--- src/rtl/core/tms_pkg.sv ---
// Shared constants and controller/datapath interface types for the median select core
`default_nettype none
package tms_pkg;

  // Default depth of the kept-value store
  localparam int MAX_ITEMS_DEF = 256;

  // Fixed field widths
  localparam int VAL_W = 32;
  localparam int TAG_W = 8;

  // Flip the sign bit so signed order becomes unsigned order
  localparam logic [VAL_W-1:0] SIGN_FLIP = {1'b1, {(VAL_W-1){1'b0}}};

  // Commands from the controller to the datapath
  typedef struct packed {
    logic take;       // input request accepted this cycle
    logic init;       // start a rank selection over the kept values
    logic scan_rd;    // issue one store read of the current pass
    logic decide;     // settle one result bit from the pass tally
    logic result_ld;  // load the output register and clear the data set
  } cmd_t;

  // Status from the datapath to the controller
  typedef struct packed {
    logic count_zero; // no value kept in this data set
    logic rd_last;    // current read address is the last kept entry
    logic bit_last;   // the pass just tallied decides the lowest bit
  } stat_t;

endpackage
`default_nettype wire

--- src/rtl/core/tms_ctrl.sv ---
// Controller: sequences loading, per-bit selection passes and result delivery
`default_nettype none
module tms_ctrl (
  input  wire logic           clk,
  input  wire logic           rst_n,
  input  wire logic           in_valid,
  input  wire logic           in_last_item,
  output logic                in_stall,
  output logic                out_valid,
  input  wire logic           out_stall,
  input  wire tms_pkg::stat_t stat,
  output tms_pkg::cmd_t       cmd
);

  typedef enum logic [2:0] {
    S_LOAD,
    S_START,
    S_SCAN,
    S_DRAIN,
    S_DECIDE,
    S_FINISH
  } state_t;

  state_t state_r;
  state_t state_nxt;
  logic   out_valid_r;
  logic   out_valid_nxt;
  logic   out_free;

  assign in_stall  = (state_r != S_LOAD);
  assign out_valid = out_valid_r;
  assign out_free  = !out_valid_r || !out_stall;

  // Decode commands from the current state
  always_comb begin
    cmd           = '0;
    cmd.take      = in_valid && (state_r == S_LOAD);
    cmd.init      = (state_r == S_START) && !stat.count_zero;
    cmd.scan_rd   = (state_r == S_SCAN);
    cmd.decide    = (state_r == S_DECIDE);
    cmd.result_ld = (state_r == S_FINISH) && out_free;
  end

  // Next state
  always_comb begin
    state_nxt = state_r;
    case (state_r)
      S_LOAD: begin
        if (cmd.take && in_last_item) state_nxt = S_START;
      end
      S_START: begin
        state_nxt = stat.count_zero ? S_FINISH : S_SCAN;
      end
      S_SCAN: begin
        if (stat.rd_last) state_nxt = S_DRAIN;
      end
      S_DRAIN: begin
        state_nxt = S_DECIDE;
      end
      S_DECIDE: begin
        state_nxt = stat.bit_last ? S_FINISH : S_SCAN;
      end
      S_FINISH: begin
        if (out_free) state_nxt = S_LOAD;
      end
      default: begin
        state_nxt = S_LOAD;
      end
    endcase
  end

  // Hold the result valid until it is taken
  always_comb begin
    out_valid_nxt = out_valid_r;
    if (cmd.result_ld) begin
      out_valid_nxt = 1'b1;
    end else if (!out_stall) begin
      out_valid_nxt = 1'b0;
    end
  end

  // State and registered outputs
  always_ff @(posedge clk) begin
    if (!rst_n) begin
      state_r     <= S_LOAD;
      out_valid_r <= 1'b0;
    end else begin
      state_r     <= state_nxt;
      out_valid_r <= out_valid_nxt;
    end
  end

endmodule
`default_nettype wire

--- config.mk ---
export PLATFORM = sky130hd
export DESIGN_NAME = tms_ctrl
export DESIGN_NICKNAME = d
export VERILOG_FILES = /design/src/rtl/core/tms_pkg.sv /design/src/rtl/core/tms_ctrl.sv
export SDC_FILE = /design/constraint.sdc
export NUM_CORES = 1
export LEC_CHECK = 0
export BUFFER_PORTS_ARGS = -buffer_cell sky130_fd_sc_hd__buf_2
export CORE_AREA = 2 2 39 41
export DETAILED_ROUTE_END_ITERATION = 10
export DIE_AREA = 0 0 41 43
export PLACE_DENSITY = 0.51
export SLEW_MARGIN = 20
export SYNTH_ARGS = -nofsm -noshare
export SYNTH_HDL_FRONTEND = slang
export SYNTH_SLANG_ARGS = --single-unit
--- constraint.sdc ---
create_clock -name clk -period 2.16 [get_ports clk]
set_input_delay 0.108 -clock clk [delete_from_list [all_inputs] [get_ports clk]]
set_output_delay 0.108 -clock clk [all_outputs]
set_load 0.01 [all_outputs]
Word level (Yosys, flattened, before mapping)
Index checks and enable logic that the tools add are counted.

Bits in registers: 4. Input port bits: 8.

Multiplexer cells: 8. Reductions and logical operators: 11. Equality and inequality tests: 9.

Operators with widths (count): $pmux 3 s6 (1); $mux 3 (5); $eq 3x2->1 const B (2); $eq 3x3->1 const B (2); $logic_and 1x1->1 (4); $ne 2x1->1 const B (2); $ne 2x2->1 const B (2); $eq 3x1->1 const B (1); $logic_not 1->1 (3); $logic_not 3->1 (1); $reduce_and 3->1 (1); $reduce_bool 3->1 (1); $mux 1 (2); $logic_or 1x1->1 (1).

Longest topological paths before layout
Gate-level depths: netlist of run 1.

Depth in word-level cells: 5. Mapped depth: 4. Gate-level depth less buffers: 3.

Worst setup path after synthesis of run 1
Ideal clock, no wire load.

Path type: reg2out. Start: reg state_r[2]. End: out cmd[4] (netlist bit). Stages on the path, launching flop included: 4. Data required time: 2.052 ns. Slack: 1.004 ns. Arrival time: 1.048 ns. Path buffers: 1. Cells stage by stage: dfxtp_1 -> buf_2 -> or3_1 -> nor2_1.

RTL lines: start, declared (RTL line tms_ctrl.sv:24) `state_t state_r;`; start signal, assigned (RTL line tms_ctrl.sv:88) `state_r <= state_nxt;`; end, declared (RTL line tms_ctrl.sv:12) `output tms_pkg::cmd_t cmd`.

==> reports/qor.yml, run 1 <==
p_per_area_nw_per_um2: 710.9
finalHoldViolations: 0
die_h_um: 43
synth_cells: 33
routed_wl_um: 648
fp.dieW_um: 41
syn_avg_cell_area_um2: 8.531
min_period_ns: 1.388
power_frac_seq: 0.380
whs_ns: 0.1420
numCtsBuffers: 3
synth_fp_nets: 41
hold_start: "rst_n"
cts_resized: 0
clk_pin_slew_ns: 0.04
cap_violations: 0
antenna_left: 0
arrival_ns: 1.28
mostFrequentLayoutCells: "buf_2, dfxtp_1"
synthDistinctLibCells: 21
status: "finished, final reports clean"
via_per_inst: 4.429
firstDrtPassIters: 3
cts.sinks: 4
leakage_uw: 0.0001679
reg2reg_slack_ns: 1.01
final.setup.tns_ns: 0
vias: 279
hold_depth: 2
netlist_area_um2: 281.5
cts_hold_repair.buffers: 0
grt_pass1_wl_um: 1062
drc: 0
yosysWarnings: 0
crit_path_top_delay_cell: "dfxtp_1"
cp.required_ns: 2.05
antenna_found_initial: 0
grt-ovfl-total: 0
rows: 14
setup_viol: 0
place_hpwl_um: 518.1
core_um2: 1384
routedWlPerCell_um: 10.29
worst_pin_slew_ns: 0.3851
io_buffer_count: 14
critPathMaxStageDelay_ns: 0.47
async_flop_share: 0
htreeDepth: 1
drive_above_1_share: 0.4255
crit_chain: "inv_2, nor4_4, buf_2"
rsz0062_at_grt: "false"
grt_use_total: 0.09218
rr_worst_depth: 3
min_to: "state_r[1]"
first_iter_violations: 7
cts.path.max_buffers: 2
n_antenna_cell: 0
ir_worst_vdd_mv: 0.2274
finalCritPeriodShare: 0.6427
hold_path_class: "primary input to flip-flop"
r2r_end: "state_r[1]"
crit_fanout: 7
cts_setup_buffers: 0
grt_pass1_vias: 258
switching_share: 0.3094
nets: 57
synth-seq-cells: 4
max_freq_ghz: 0.7203
clock_latency_ns: 0.23
routabilityCongestion: 0.7747
max_slew_margin: 0.7429
final_common_cell: "buf_2"
dp_worst_setup_slack_ns: 1.008
p_int_uw: 181.8
start_util: 0.2034
area_growth_pct: 31.56
timing.setup.critical_path_class: "flip-flop to output pin"
synth_edf_count: 0
power.switching_uw: 81.46
yosysSeqAreaShare: 0.2844
worstSetupEndpointType: "output pin"
setup_ws_ns: 0.7717
crit_path_start_kind: "flip-flop"
die-area_um2: 1763
worstReg2RegStart: "state_r[2]"
clock_skew_ns: 0.003480
p_clk_frac: 0.343
cts.root.buffer_cell: "clkbuf_4"
ios: 15
grt_max_degree: 12
cts_tree: "yes"
drv_slew: 0
combPwrFrac: 0.277
synth_flop_cell: "dfxtp_1"
stage by stage:
step,cells,area [um2],total power (uW),utilization
2_1_floorplan,33,281.5,150.3,-
3_3_place_gp,60,347.8,175.0,0.2514
3_5_place_dp,60,347.8,175.5,0.2514
4_1_cts,63,370.4,271.2,0.2676
5_1_grt,63,370.4,286.5,0.2676
6_report,63,370.4,263.3,0.2676
final cells by class:
class,instances,area [um2]
Clock buffer,3,22.52
Fill cell,169,1013
Inverter,2,7.507
Multi-Input combinational cell,24,170.2
Sequential cell,4,80.08
Tap cell,16,20.02
Timing Repair Buffer,14,70.07
synth_stat cells (2+ instances only):
cell type / number / area, um2
nand3b_1: 3 / 22.52
dfxtp_1: 4 / 80.08
nor2_1: 3 / 11.26
a21boi_1: 2 / 15.01
nand2_1: 3 / 11.26
a21oi_1: 3 / 15.01
logic make-up (layout without fill, tap and decap cells):
kind of cell	Yosys count	in the layout	synth area share
AOI/OAI and AO/OA	9	9	0.2355
buffers and inverters	5	19	0.1111
DFF	4	4	0.2845
and+or+nand+nor	15	15	0.3689
state kept, by name, indices dropped and copies added (netlist names):
signal,flops
out_valid,1
state_r,3
worst max path at each step:
stage / slack, ns / cells past startpoint / start / end
final: 0.77 / 3 / state_r[0] / cmd[3]
after global routing: 0.68 / 3 / state_r[0] / cmd[3]
after CTS: 0.75 / 3 / state_r[0] / cmd[3]
after detailed placement: 1.01 / 3 / state_r[0] / cmd[3]
after global placement: 1.02 / 3 / state_r[0] / cmd[3]
after floorplan: 1.00 / 3 / state_r[2] / cmd[4]
worst max-delay path, delay by kind of cell, from the launching register on:
kind          cells  cell delay (ns)
simple gates      1             0.30
buf+inv           2             0.28
flops             1             0.47
routing by layer:
layer  wire length (um)  up-vias  global-route usage
li1                   -      147                   -
met1                337      122              0.1278
met2                277       10              0.1063
met3                 33        0             0.06283
met4                  0        0             0.04000
met5                  0        -                   0
power groups by stage:
stage / Combinational [uW] / Clock [uW] / Sequential, uW
finish: 72.9 / 90.4 / 100
global route: 81.6 / 102 / 103
CTS: 74.4 / 96.7 / 100
detailed placement: 74.2 / 0 / 101
global placement: 74.1 / 0 / 101
floorplan: 61.0 / 0 / 89.3
Note: power is estimated with default switching activity, not from simulation.
==> inputs of run 2 (changes only) <==
Clock period 2.16 ns to 1.3 ns, I/O delays scaled along.
==> reports/qor.yml, run 2 (synthesized netlist as in run 1, its figures left out) <==
status: "finished, final reports clean"
largest_reg_flops: 3  # unchanged
dp_cells: 60  # unchanged
p_per_area_nw_per_um2: 1166  # +64%
crit_path_start_kind: "flip-flop"
max_freq_ghz: 0.8033
firstDrtPassIters: 4  # +1
rows: 14  # unchanged
routabilityCongestion: 0.7069  # -8.8%
rr_worst_depth: 3  # unchanged
setup_viol: 0  # unchanged
cts.sinks: 4  # unchanged
nets: 57  # unchanged
finalHoldViolations: 0  # unchanged
drv_slew: 0  # unchanged
die_h_um: 43  # unchanged
die-area_um2: 1763  # unchanged
cts_hold_repair.buffers: 0  # unchanged
layout.cells.non_filler: 63  # unchanged
fp.dieW_um: 41  # unchanged
worstReg2RegStart: "state_r[1]"
cts.root.buffer_cell: "clkbuf_4"
worst_pin_slew_ns: 0.2526  # -0.1325 ns
grt_max_degree: 12  # unchanged
switching_share: 0.3042  # -0.005187
cts_setup_buffers: 0  # unchanged
power_frac_seq: 0.376  # -0.004
rsz0062_at_grt: "true"
drc: 0  # unchanged
final_common_cell: "buf_2"
cap_violations: 0  # unchanged
grt_pass1_vias: 258  # unchanged
clock_skew_ns: 0.001442  # -0.002039 ns
vias: 292  # +4.7%
top_register: "state_r"
cp.required_ns: 1.24  # -0.81 ns
cts.path.max_buffers: 2  # unchanged
critPathMaxStageDelay_ns: 0.38  # -0.09 ns
crit_path_top_delay_cell: "or3_4"
drive_above_1_share: 0.5319  # +0.1064
routedWlPerCell_um: 10.25  # -0.31%
ir_worst_vdd_mv: 0.3093  # +36%
grt_use_total: 0.08954  # -0.002647
finalCritPeriodShare: 0.9575
cts_tree: "yes"
hold_depth: 2  # unchanged
hold_path_class: "primary input to flip-flop"
area_growth_pct: 37.33
n_antenna_cell: 0  # unchanged
antenna_found_initial: 0  # unchanged
mostFrequentLayoutCells: "buf_2, nand3b_1, a21oi_1, nand2_1, clkbuf_4"
p_int_uw: 313.7  # +73%
timing.setup.critical_path_class: "flip-flop to output pin"
routed_wl_um: 646  # -0.31%
combPwrFrac: 0.292  # +0.015
worstSetupStartpoint: "state_r[2]"
arrival_ns: 1.18  # -0.10 ns
numCtsBuffers: 3  # unchanged
max_slew_margin: 0.8312  # +0.08830
leakage_uw: 0.0001689  # +0.60%
grt_pass1_wl_um: 1048  # -1.3%
power.switching_uw: 137.2  # +68%
fin_util: 0.2794  # +0.01175
crit_path_end: "cmd[4]"
core_um2: 1384  # unchanged
io_buffer_count: 14  # unchanged
worstSetupEndpointType: "output pin"
crit_chain: "or3_4, nor2_2, buf_2"
clk_pin_slew_ns: 0.04  # about the same
htreeDepth: 1  # unchanged
start_util: 0.2034  # unchanged
final.setup.tns_ns: 0  # unchanged
r2r_end: "state_r[2]"
crit_fanout: 11  # +4
reg2reg_slack_ns: 0.25  # -0.76 ns
grt-ovfl-total: 0  # unchanged
p_clk_frac: 0.332  # -0.011
min_period_ns: 1.245
ios: 15  # unchanged
via_per_inst: 4.635  # +4.7%
first_iter_violations: 6  # -1
antenna_left: 0  # unchanged
clock_latency_ns: 0.23  # about the same
whs_ns: 0.08936  # -0.05262 ns
## run 2: area by class of cell
| type | count | area [um2] |
|---|---|---|
| fillers | 165 | 997.2 |
| clock buffers | 3 | 22.52 |
| flip-flops and latches | 4 | 88.84 |
| inverters | 2 | 7.507 |
| repair buffers | 14 | 70.07 |
| well taps | 16 | 20.02 |
| multi-input cells | 24 | 177.7 |
## run 2: worst min-delay path by stage
stage	startpoint	endpoint	slack, ns
floorplan	stat[2]	cmd[3]	0.15
global placement	rst_n	state_r[1]	0.34
detailed placement	rst_n	state_r[1]	0.34
CTS	rst_n	state_r[1]	0.09
global route	rst_n	state_r[1]	0.1
finish	rst_n	state_r[1]	0.09
## run 2: power by group through the flow
stage / Combinational, uW / Clock, uW / Sequential, uW
after global routing: 149 / 161 / 172
after global placement: 123 / 0 / 167
final: 132 / 150 / 170
after floorplan: 101 / 0 / 148
after CTS: 124 / 159 / 168
after detailed placement: 123 / 0 / 167
## run 2: critical path: cells and delay by family, from the launching register on
family	cells	cell delay (ns)
AND/OR/NAND/NOR	2	0.45
buffers and inverters	1	0.12
flip-flops	1	0.37
## run 2: through the flow
| step | cell area [um2] | setup WS (ns) | total power, uW |
|---|---|---|---|
| 6_report | 386.6 | 0.05519 | 450.9 |
| 5_1_grt | 386.6 | -0.008186 | 482.5 |
| 4_1_cts | 374.1 | 0.02517 | 450.6 |
| 3_5_place_dp | 347.8 | 0.1306 | 290.6 |
| 3_3_place_gp | 347.8 | 0.1390 | 289.7 |
| 2_1_floorplan | 281.5 | 0.1871 | 249.7 |
## run 2: per-layer routing
| layer | wire [um] | track usage | part of all wire |
|---|---|---|---|
| met3 | 53 | 0.03141 | 0.082 |
| met2 | 278 | 0.1125 | 0.43 |
| met4 | 0 | 0.06000 | 0 |
| met1 | 314 | 0.1230 | 0.49 |
| met5 | 0 | 0 | 0 |
## run 2: what timing repair did
item / CTS / global route
pin swaps: 0 / 0
gates resized for setup: 3 / 4
setup endpoints to repair: 4 / 2
==> inputs of run 3 (changes only) <==
==> constraint.sdc (replaced) <==
create_clock -name clk -period 1.3 [get_ports clk]
set_input_delay 0.065 -clock clk [delete_from_list [all_inputs] [get_ports clk]]
set_output_delay 0.065 -clock clk [all_outputs]
set_load 0.005 [all_outputs]
==> reports/qor.yml, run 3 (synthesized netlist as in run 1, its figures left out) <==
max_slew_margin: 0.8330  # +0.001739
ff_latch_area_um2: 88.84  # unchanged
grt_pass1_wl_um: 1041  # -0.67%
nets: 57  # unchanged
leakage_uw: 0.0001689  # about the same
whs_ns: 0.08330  # -0.006054 ns
die_h_um: 43  # unchanged
dp_worst_setup_slack_ns: 0.1328  # +0.002193 ns
area_growth_pct: 36.44
p_per_area_nw_per_um2: 1157  # -0.75%
crit_chain: "or3_4, nor2_1, buf_2"
drc: 0  # unchanged
place_hpwl_um: 519.7
critPathMaxStageDelay_ns: 0.39  # about the same
setup_ws_ns: 0.05998  # +0.004799 ns
cts.path.max_buffers: 2  # unchanged
worstSetupEndpointType: "output pin"
grt-ovfl-total: 0  # unchanged
cap_violations: 0  # unchanged
crit_path_top_delay_cell: "or3_4"
crit_fanout: 7  # -4
start_util: 0.2034  # unchanged
p_int_uw: 312.6  # -0.34%
hold_path_class: "primary input to flip-flop"
rows: 14  # unchanged
final_common_cell: "buf_2"
antenna_left: 0  # unchanged
io_buffer_count: 14  # unchanged
cts.root.buffer_cell: "clkbuf_4"
vias: 292  # unchanged
multi_input_area_um2: 175.2  # -1.4%
routed_wl_um: 640  # -0.93%
cts_hold_repair.buffers: 0  # unchanged
n_antenna_cell: 0  # unchanged
finalCritPeriodShare: 0.9539  # -0.003691
largest_reg_flops: 3  # unchanged
finalPower_uw: 444.6  # -1.4%
first_iter_violations: 4  # -2
status: "finished, final reports clean"
worst_pin_slew_ns: 0.2500  # -0.002603 ns
drv_slew: 0  # unchanged
grt_pass1_vias: 242  # -6.2%
ios: 15  # unchanged
via_per_inst: 4.635  # unchanged
final.setup.tns_ns: 0  # unchanged
cp.required_ns: 1.24  # about the same
firstDrtPassIters: 2  # -2
power_frac_seq: 0.381  # +0.005
ir_worst_vdd_mv: 0.3446  # +11%
clock_latency_ns: 0.24  # about the same
grt_use_total: 0.09710  # +0.007560
fp.dieW_um: 41  # unchanged
drive_above_1_share: 0.5106  # -0.02128
nFillCells: 153  # -7.3%
setup_viol: 0  # unchanged
routabilityCongestion: 0.6924  # -2.1%
antenna_found_initial: 0  # unchanged
p_clk_frac: 0.352  # +0.020
clk_pin_slew_ns: 0.04  # about the same
grt_max_degree: 12  # unchanged
numCtsBuffers: 3  # unchanged
cts.sinks: 4  # unchanged
arrival_ns: 1.18  # about the same
switching_share: 0.2968  # -0.007434
core_um2: 1384  # unchanged
die-area_um2: 1763  # unchanged
top_register: "state_r"
timing.setup.critical_path_class: "flip-flop to output pin"
crit_family: "simple AND/OR/NAND/NOR gates"
cts_setup_buffers: 0  # unchanged
cts_tree: "yes"
reg2reg_slack_ns: 0.26  # about the same
routedWlPerCell_um: 10.16  # -0.93%
crit_path_start_kind: "flip-flop"
min_period_ns: 1.240  # -0.004799 ns
path_buf_inv: 1  # unchanged
htreeDepth: 1  # unchanged
power.switching_uw: 132.0  # -3.8%
finalHoldViolations: 0  # unchanged
clock_skew_ns: 0.001541  # +0.00009940 ns
combPwrFrac: 0.267  # -0.025
rsz0062_at_grt: "true"
max_freq_ghz: 0.8064  # +0.39%
==> run 3: worst reg2reg max path, cell delays in order (launching register included) <==
cell and delay, ns:
dfxtp_2 0.37, nand3b_1 0.18, a211o_1 0.30, a21boi_1 0.12
==> run 3: through the flow <==
step | util | area [um2] | std cells
6_report | 0.2776 | 384.1 | 63
5_1_grt | 0.2776 | 384.1 | 63
4_1_cts | 0.2703 | 374.1 | 63
3_5_place_dp | 0.2514 | 347.8 | 60
3_3_place_gp | 0.2514 | 347.8 | 60
2_1_floorplan | - | 281.5 | 33
==> run 3: final cells by class <==
class | instances | area share
clock buffers | 3 | 0.05863
inverters | 2 | 0.01954
multi-input cells | 24 | 0.4560
flip-flops and latches | 4 | 0.2313
well taps | 16 | 0.05212
repair buffers | 14 | 0.1824
==> run 3: timing repair <==
item / 4_1_cts / 5_1_grt
setup endpoints to repair: 3 / 2
gates resized for setup: 3 / 3
endpoints found under the hold margin: 0 / 0
==> run 3: per-layer routing <==
metal  vias to the layer above  track usage  routed length [um]
li1                        151            -                   -
met1                       127       0.1210                 291
met2                        14       0.1063                 273
met3                         0      0.09948                  75
met4                         0      0.04000                   0
met5                         -            0                   0
==> run 3: power by group through the flow <==
stage / logic (uW) / registers [uW] / clock network, uW
floorplan: 91.7 / 148 / 0
global placement: 113 / 167 / 0
detailed placement: 113 / 168 / 0
CTS: 114 / 169 / 170
global route: 133 / 174 / 179
finish: 119 / 169 / 156
==> run 3: path summary, 6_finish.rpt <==
| path | from | end | cells past startpoint |
|---|---|---|---|
| worst max-delay path | state_r[0] | cmd[4] | 3 |
| worst min-delay path | rst_n | state_r[1] | 2 |
| worst max register to register | state_r[1] | state_r[2] | 3 |
| worst min register to register | out_valid | out_valid | 2 |
